<file path="src/hdl/fpam_pkg.sv">
// Shared types and codes for the flash page allocation map.
package fpam_pkg;

    typedef enum logic [2:0] {
        OP_FIND  = 3'd0,
        OP_USE   = 3'd1,
        OP_FREE  = 3'd2,
        OP_CLEAR = 3'd3,
        OP_FLUSH = 3'd4,
        OP_LOAD  = 3'd5
    } op_t;

    typedef enum logic [2:0] {
        ST_INIT,
        ST_IDLE,
        ST_DISPATCH,
        ST_SCAN,
        ST_RMW_RD,
        ST_RMW_WR,
        ST_CLEAR,
        ST_DONE
    } state_t;

    localparam logic [1:0]  PS_FREE   = 2'b11;
    localparam logic [1:0]  PS_USED   = 2'b10;
    localparam logic [7:0]  GROUP_FREE = 8'hFF;
    localparam logic [15:0] COUNT_TOP = 16'hFFFF;

    // Controller to datapath
    typedef struct packed {
        logic capture;     // latch the input item
        logic addr_clear;  // restart the sweep/scan address
        logic sweep_step;  // write a free group, advance
        logic scan_step;   // issue one group read, check the previous one
        logic rmw_write;   // write back the modified group
        logic post;        // finish the item into the output register
    } cmd_t;

    // Datapath to controller
    typedef struct packed {
        op_t  op;
        logic in_range;
        logic sweep_last;
        logic scan_empty;
        logic scan_hit;
        logic scan_end;
        logic out_free;
    } status_t;

endpackage

</file>
<file path="src/hdl/fpam_ctrl.sv">
// Sequencing state machine of the flash page allocation map.
module fpam_ctrl import fpam_pkg::*; (
    input  logic    aclk,
    input  logic    aresetn,
    input  logic    s_valid,
    output logic    s_ready,
    input  status_t status,
    output cmd_t    cmd
);

    state_t state_reg, state_next;

    always_ff @(posedge aclk) begin
        if (!aresetn) begin
            state_reg <= ST_INIT;
        end else begin
            state_reg <= state_next;
        end
    end

    always_comb begin
        state_next = state_reg;
        cmd        = '0;
        s_ready    = 1'b0;
        unique case (state_reg)
            ST_INIT: begin
                cmd.sweep_step = 1'b1;
                if (status.sweep_last) begin
                    state_next = ST_IDLE;
                end
            end
            ST_IDLE: begin
                s_ready = 1'b1;
                if (s_valid) begin
                    cmd.capture = 1'b1;
                    state_next  = ST_DISPATCH;
                end
            end
            ST_DISPATCH: begin
                cmd.addr_clear = 1'b1;
                case (status.op)
                    OP_FIND: begin
                        state_next = status.scan_empty ? ST_DONE : ST_SCAN;
                    end
                    OP_USE, OP_FREE: begin
                        state_next = status.in_range ? ST_RMW_RD : ST_DONE;
                    end
                    OP_CLEAR: begin
                        state_next = ST_CLEAR;
                    end
                    default: begin
                        state_next = ST_DONE;
                    end
                endcase
            end
            ST_SCAN: begin
                cmd.scan_step = 1'b1;
                if (status.scan_hit || status.scan_end) begin
                    state_next = ST_DONE;
                end
            end
            ST_RMW_RD: begin
                state_next = ST_RMW_WR;
            end
            ST_RMW_WR: begin
                cmd.rmw_write = 1'b1;
                state_next    = ST_DONE;
            end
            ST_CLEAR: begin
                cmd.sweep_step = 1'b1;
                if (status.sweep_last) begin
                    state_next = ST_DONE;
                end
            end
            ST_DONE: begin
                // hold until the output register can take the item
                if (status.out_free) begin
                    cmd.post   = 1'b1;
                    state_next = ST_IDLE;
                end
            end
            default: begin
                state_next = ST_INIT;
            end
        endcase
    end

endmodule

</file>
<file path="config.mk">
export PLATFORM = sky130hd
export DESIGN_NAME = fpam_ctrl
export DESIGN_NICKNAME = d
export VERILOG_FILES = /design/src/hdl/fpam_pkg.sv /design/src/hdl/fpam_ctrl.sv
export SDC_FILE = /design/constraint.sdc
export NUM_CORES = 1
export LEC_CHECK = 0
export ABC_AREA = 1
export BUFFER_PORTS_ARGS = -buffer_cell sky130_fd_sc_hd__buf_2
export CORE_AREA = 4 4 41 43
export DETAILED_ROUTE_END_ITERATION = 7
export DIE_AREA = 0 0 45 47
export PLACE_DENSITY = 0.58
export SLEW_MARGIN = 30
export SYNTH_ARGS = -nofsm -noshare
export SYNTH_HDL_FRONTEND = slang
export SYNTH_SLANG_ARGS = --single-unit
</file>
<file path="constraint.sdc">
create_clock -name aclk -period 2.15 [get_ports aclk]
set_input_delay 0.215 -clock aclk [delete_from_list [all_inputs] [get_ports aclk]]
set_output_delay 0.215 -clock aclk [all_outputs]
set_load 0.1 [all_outputs]
</file>
==> results_dict.tcl, run 1 <==
set metrics [dict create \
    yosysWarnings 0 \
    grt_util_met2_pct 14.1 \
    drv_cap 0 \
    routedWlPerCell_microns 8.82 \
    post-route-period-util_pct 83.8 \
    clk_path_buf_depth 2 \
    port_buffers 18 \
    post_cts.repair.setup_buffers 0 \
    register_area_sq_um 60.1 \
    coreArea_sq_um 1300 \
    clk_latency_ns 0.23 \
    htree_levels 1 \
    tightest_slew_ns 0.487 \
    ys_seq_area_share_pct 17.7 \
    dp_hpwl_microns 751 \
    final_common_cell "buf_2" \
    crit_path_start_kind "flop" \
    slowest_delay_ns 0.51 \
    first_global_vias 411 \
    initial_core_util_pct 26.1 \
    synth_fp_nets 76 \
    vias 457 \
    grt_max_degree 9 \
    max_slew_margin_pct 67.7 \
    overflow 0 \
    power.leakage_uw 0.000265 \
    ant_nets 0 \
    numCtsBuffers 3 \
    placedCellCount 96 \
    slowest_stage "dfxtp_1" \
    vias_per_cell 4.57 \
    antenna_found_initial 0 \
    hold_violations 0 \
    syn_avg_cell_area_sq_um 5.30 \
    grt_pass1_wl_mm 1.53 \
    p_per_area_nw_per_um2 1200 \
    fin_setup_tns_ns 0 \
    num_rows 13 \
    period_needed_ns 1.80 \
    synth.distinct_cells 15 \
    n_fill_cell 155 \
    synth.area.top_cells "nand2_1 (19%), dfxtp_1 (18%), inv_1 (12%)" \
    worstPathCellList "inv_1, nor3_2, buf_2" \
    busiest_layer "met2" \
    endpoint_kind "output port" \
    finClkSkew_ns 0.00537 \
    drive_gt1_share_pct 37.6 \
    ir_drop_uv 513 \
    path_clk_slew_ns 0.04 \
    nNetsFinal 98 \
    area_delta_synth_final_pct 41.7 \
    path_class "reg2out" \
    finalWorstSetupSlack_ns 0.349 \
    fmax_ghz 0.555 \
    cp_data_arrival_time_ns 1.59 \
    setup_viol 0 \
    met3_usage_pct 4.98 \
    dr.pass1.iters 5 \
    diodes 0 \
    path_max_fanout 8 \
    pin_count 19 \
    mostFrequentLayoutCells "buf_2 (18), nand2_1 (17), inv_1 (11)" \
    synth_seq_cells 3 \
    grt_use_met1_pct 12.7 \
    status "complete, no violations" \
    power_uw 577 \
    netlist.area_leader.share_pct 18.8 \
    drc_errors 0 \
    cts_root_buffer "clkbuf_4" \
    finalWirelength_microns 882 \
    syn_area_sq_um 339 \
    die_area_sq_um 2120 \
    clock-sinks 3 \
    gr-usage-all-layers_pct 9.86 \
    largest_reg_flops 3 \
    synthCells 64 \
    die_w_microns 45 \
    cts_tree "built" \
    required_ns 1.93 \
    synth_largest_area_cell "nand2_1" \
    dieHeight_microns 47 \
    drtIter0Drc 10 \
    gp_congestion 0.701 \
    instances_no_fill 100 \
    rsz0062_at_grt "false" \
    drv_slew 0 \
    pre_cts_ws_ns 0.600 \
    cts.repair.resized 0 \
    hold_class "in2reg" \
    postCtsHoldBufs 0 \
    multi_input_area_sq_um 244 \
]
==> final cells by class <==
cell class,instances,area share (%)
Tap cell,15,3.91
Sequential cell,3,12.5
Inverter,11,8.59
Multi-Input combinational cell,49,50.8
Timing Repair Buffer,18,18.7
Clock buffer,4,5.47
==> synthesized netlist by cell type <==
cell type,instances
o21ai_0,1
inv_1,11
nand3_1,6
nand2_1,17
buf_4,1
nor2_4,1
nand3b_1,1
dfxtp_1,3
nand4_1,1
a21oi_1,4
nor2_1,11
nand2_2,3
nor3_1,1
a21oi_2,1
nor2_2,2
==> stage by stage <==
stage	instance area, sq um	util (%)	hold WS (ns)
floorplan	353	-	0.373
global placement	454	34.9	0.481
detailed placement	454	34.9	0.478
CTS	480	36.9	0.236
global route	480	36.9	0.243
finish	480	36.9	0.240
==> kinds of logic (layout without fill, tap and decap cells) <==
family | after synthesis | in the layout | synth area share (%)
AND/OR/NAND/NOR | 43 | 43 | 57.9
AO/OA/AOI/OAI | 6 | 6 | 9.96
flip-flops | 3 | 3 | 17.7
buffers and inverters | 12 | 33 | 14.4
==> power breakdown <==
group	total (uW)	internal (uW)	switching [uW]
Sequential	98.6	69.5	29.1
Combinational	381	78.8	302
Clock	97.1	69.5	27.7
==> worst paths after layout <==
path | depth (start not counted) | endpoint | from | slack, ns
worst min register to register | 2 | state_reg[1]$_SDFFE_PN0P_ | state_reg[1]$_SDFFE_PN0P_ | 0.58
worst min-delay path | 3 | state_reg[1]$_SDFFE_PN0P_ | aresetn | 0.24
worst max register to register | 6 | state_reg[1]$_SDFFE_PN0P_ | state_reg[2]$_SDFFE_PN0P_ | 0.76
worst max-delay path | 3 | cmd[0] | state_reg[2]$_SDFFE_PN0P_ | 0.35
==> metal layers <==
layer | wire [microns] | vias up
met3 | 78 | 0
met1 | 403 | 199
li1 | - | 238
met5 | 0 | -
met4 | 0 | 0
met2 | 400 | 20
==> critical path, delay by kind of cell, from the launching register on <==
kind	cells	cell delay [ns]
buf+inv	2	0.64
flops	1	0.51
simple gates	1	0.19
No activity file was read; power rests on OpenSTA's default activity.
==> run 2, diff against run 1 <==
- PLACE_DENSITY: 0.58 -> 0.6
- clock period: 2.15 -> 1.6 ns (I/O delays scaled with it)
==> results_dict.tcl, run 2 (synthesis gave the netlist of run 1 again) <==
set metrics [dict create \
    path_max_fanout 6 \
    period_needed_ns 1.47 \
    setup_viol 0 \
    rr_worst_depth 7 \
    endpoint_kind "output port" \
    rsz0062_at_grt "false" \
    clk_path_buf_depth 2 \
    final_common_cell "nand2_1" \
    clock-sinks 3 \
    path_class "reg2out" \
    finClkSkew_ns 0.00337 \
    drtIter0Drc 9 \
    dr.pass1.iters 2 \
    status "complete, no violations" \
    drv_cap 0 \
    nNetsFinal 99 \
    pin_count 19 \
    path_clk_slew_ns 0.03 \
    htree_levels 1 \
    vias 437 \
    fmax_ghz 0.679 \
    drv_slew 0 \
    finalWirelength_microns 840 \
    dieHeight_microns 47 \
    gp_congestion 0.802 \
    n_fill_cell 153 \
    coreArea_sq_um 1300 \
    vias_per_cell 4.33 \
    post_cts.repair.setup_buffers 0 \
    p_sw_uw 507 \
    cts_root_buffer "clkbuf_4" \
    routedWlPerCell_microns 8.32 \
    finalWorstSetupSlack_ns 0.128 \
    slowest_stage "dfxtp_1" \
    power_frac_clock_pct 14.3 \
    dp_hpwl_microns 750 \
    max_slew_margin_pct 79.9 \
    antenna_found_initial 0 \
    die_w_microns 45 \
    cts.repair.resized 0 \
    port_buffers 18 \
    crit_path_start_kind "flop" \
    diodes 0 \
    p_comb_share_pct 72.2 \
    area_delta_synth_final_pct 74.5 \
    first_global_vias 396 \
    gr-usage-all-layers_pct 9.48 \
    drive_gt1_share_pct 39.5 \
    power.leakage_uw 0.000296 \
    register_area_sq_um 60.1 \
    p_int_uw 384 \
    pre_cts_ws_ns 0.299 \
    largest_reg_flops 3 \
    hold_class "in2reg" \
    worstPathCellList "nand2_1, nor2_4, inv_1, nor2_4, buf_12" \
    clk_latency_ns 0.23 \
    multi_input_area_sq_um 268 \
    die_area_sq_um 2120 \
    cpMostUsedCell "nor2_4" \
    initial_core_util_pct 26.1 \
    postCtsHoldBufs 0 \
    numCtsBuffers 3 \
    p_per_area_nw_per_um2 1510 \
    drc_errors 0 \
    slowest_delay_ns 0.43 \
    tightest_slew_ns 0.303 \
    post-route-period-util_pct 92.0 \
    cp_data_arrival_time_ns 1.31 \
    hold-worst-slack_ns 0.202 \
    mostFrequentLayoutCells "nand2_1 (17), inv_1 (11), buf_2 (11)" \
    hold_violations 0 \
    seq_power_share_pct 13.5 \
    ir_drop_uv 856 \
    required_ns 1.44 \
    switching_share_pct 56.9 \
    overflow 0 \
    grt_max_degree 9 \
    cts_tree "built" \
    num_rows 13 \
    grt_pass1_wl_mm 1.49 \
    min_path_cells 3 \
    ant_nets 0 \
]
## run 2: changes by cell type in the layout (fill, tap and decap cells not counted)
cell	previous run	this run
buf_12	0	5
buf_2	18	11
buf_4	0	1
clkbuf_4	3	5
nor2_1	9	8
nor2_2	4	2
nor2_4	1	4
nor3_2	1	0
nor3_4	0	1
## run 2: area by class of cell
class / count / share of cell area (%)
Clock buffer: 4 / 4.44
Inverter: 11 / 6.98
Sequential cell: 3 / 10.1
Timing Repair Buffer: 19 / 30.0
Tap cell: 15 / 3.17
Multi-Input combinational cell: 49 / 45.2
## run 2: worst paths after layout
| path | from | end | slack (ns) |
|---|---|---|---|
| hold reg to reg | state_reg[1]$_SDFFE_PN0P_ | state_reg[1]$_SDFFE_PN0P_ | 0.59 |
| setup reg to reg | state_reg[2]$_SDFFE_PN0P_ | state_reg[1]$_SDFFE_PN0P_ | 0.34 |
| setup / recovery | state_reg[0]$_SDFFE_PN0P_ | cmd[5] | 0.13 |
| hold / removal | aresetn | state_reg[1]$_SDFFE_PN0P_ | 0.20 |
## run 2: through the flow
step / utilization [%] / instances / cell area (sq um) / power (uW) / TNS [ns]
detailed placement: 43.1 / 97 / 561 / 764 / 0
global placement: 43.1 / 97 / 561 / 761 / 0
CTS: 45.1 / 101 / 587 / 899 / 0
global route: 45.5 / 101 / 592 / 952 / 0
finish: 45.5 / 101 / 592 / 891 / 0
floorplan: - / 64 / 377 / 592 / -0.556
## run 2: power groups by stage
stage	clock network [uW]	logic [uW]	registers, uW
after floorplan	0	479	113
after global placement	0	640	121
after detailed placement	0	644	120
after CTS	134	646	119
after global routing	141	686	125
final	127	643	120
## run 2: worst max-delay path, delay by kind of cell, from the launching register on
family                 cells  cell delay (ns)
buffers and inverters      2             0.27
AND/OR/NAND/NOR            3             0.38
flip-flops                 1             0.43
## run 2: routing by layer
layer  global-route usage [%]  part of all wire [%]  vias up
met4                     1.75                     0        0
met1                     11.8                    46      184
met5                        0                     0        -
met3                     3.83                   6.7        0
li1                         -                     -      243
met2                     15.5                    48       10
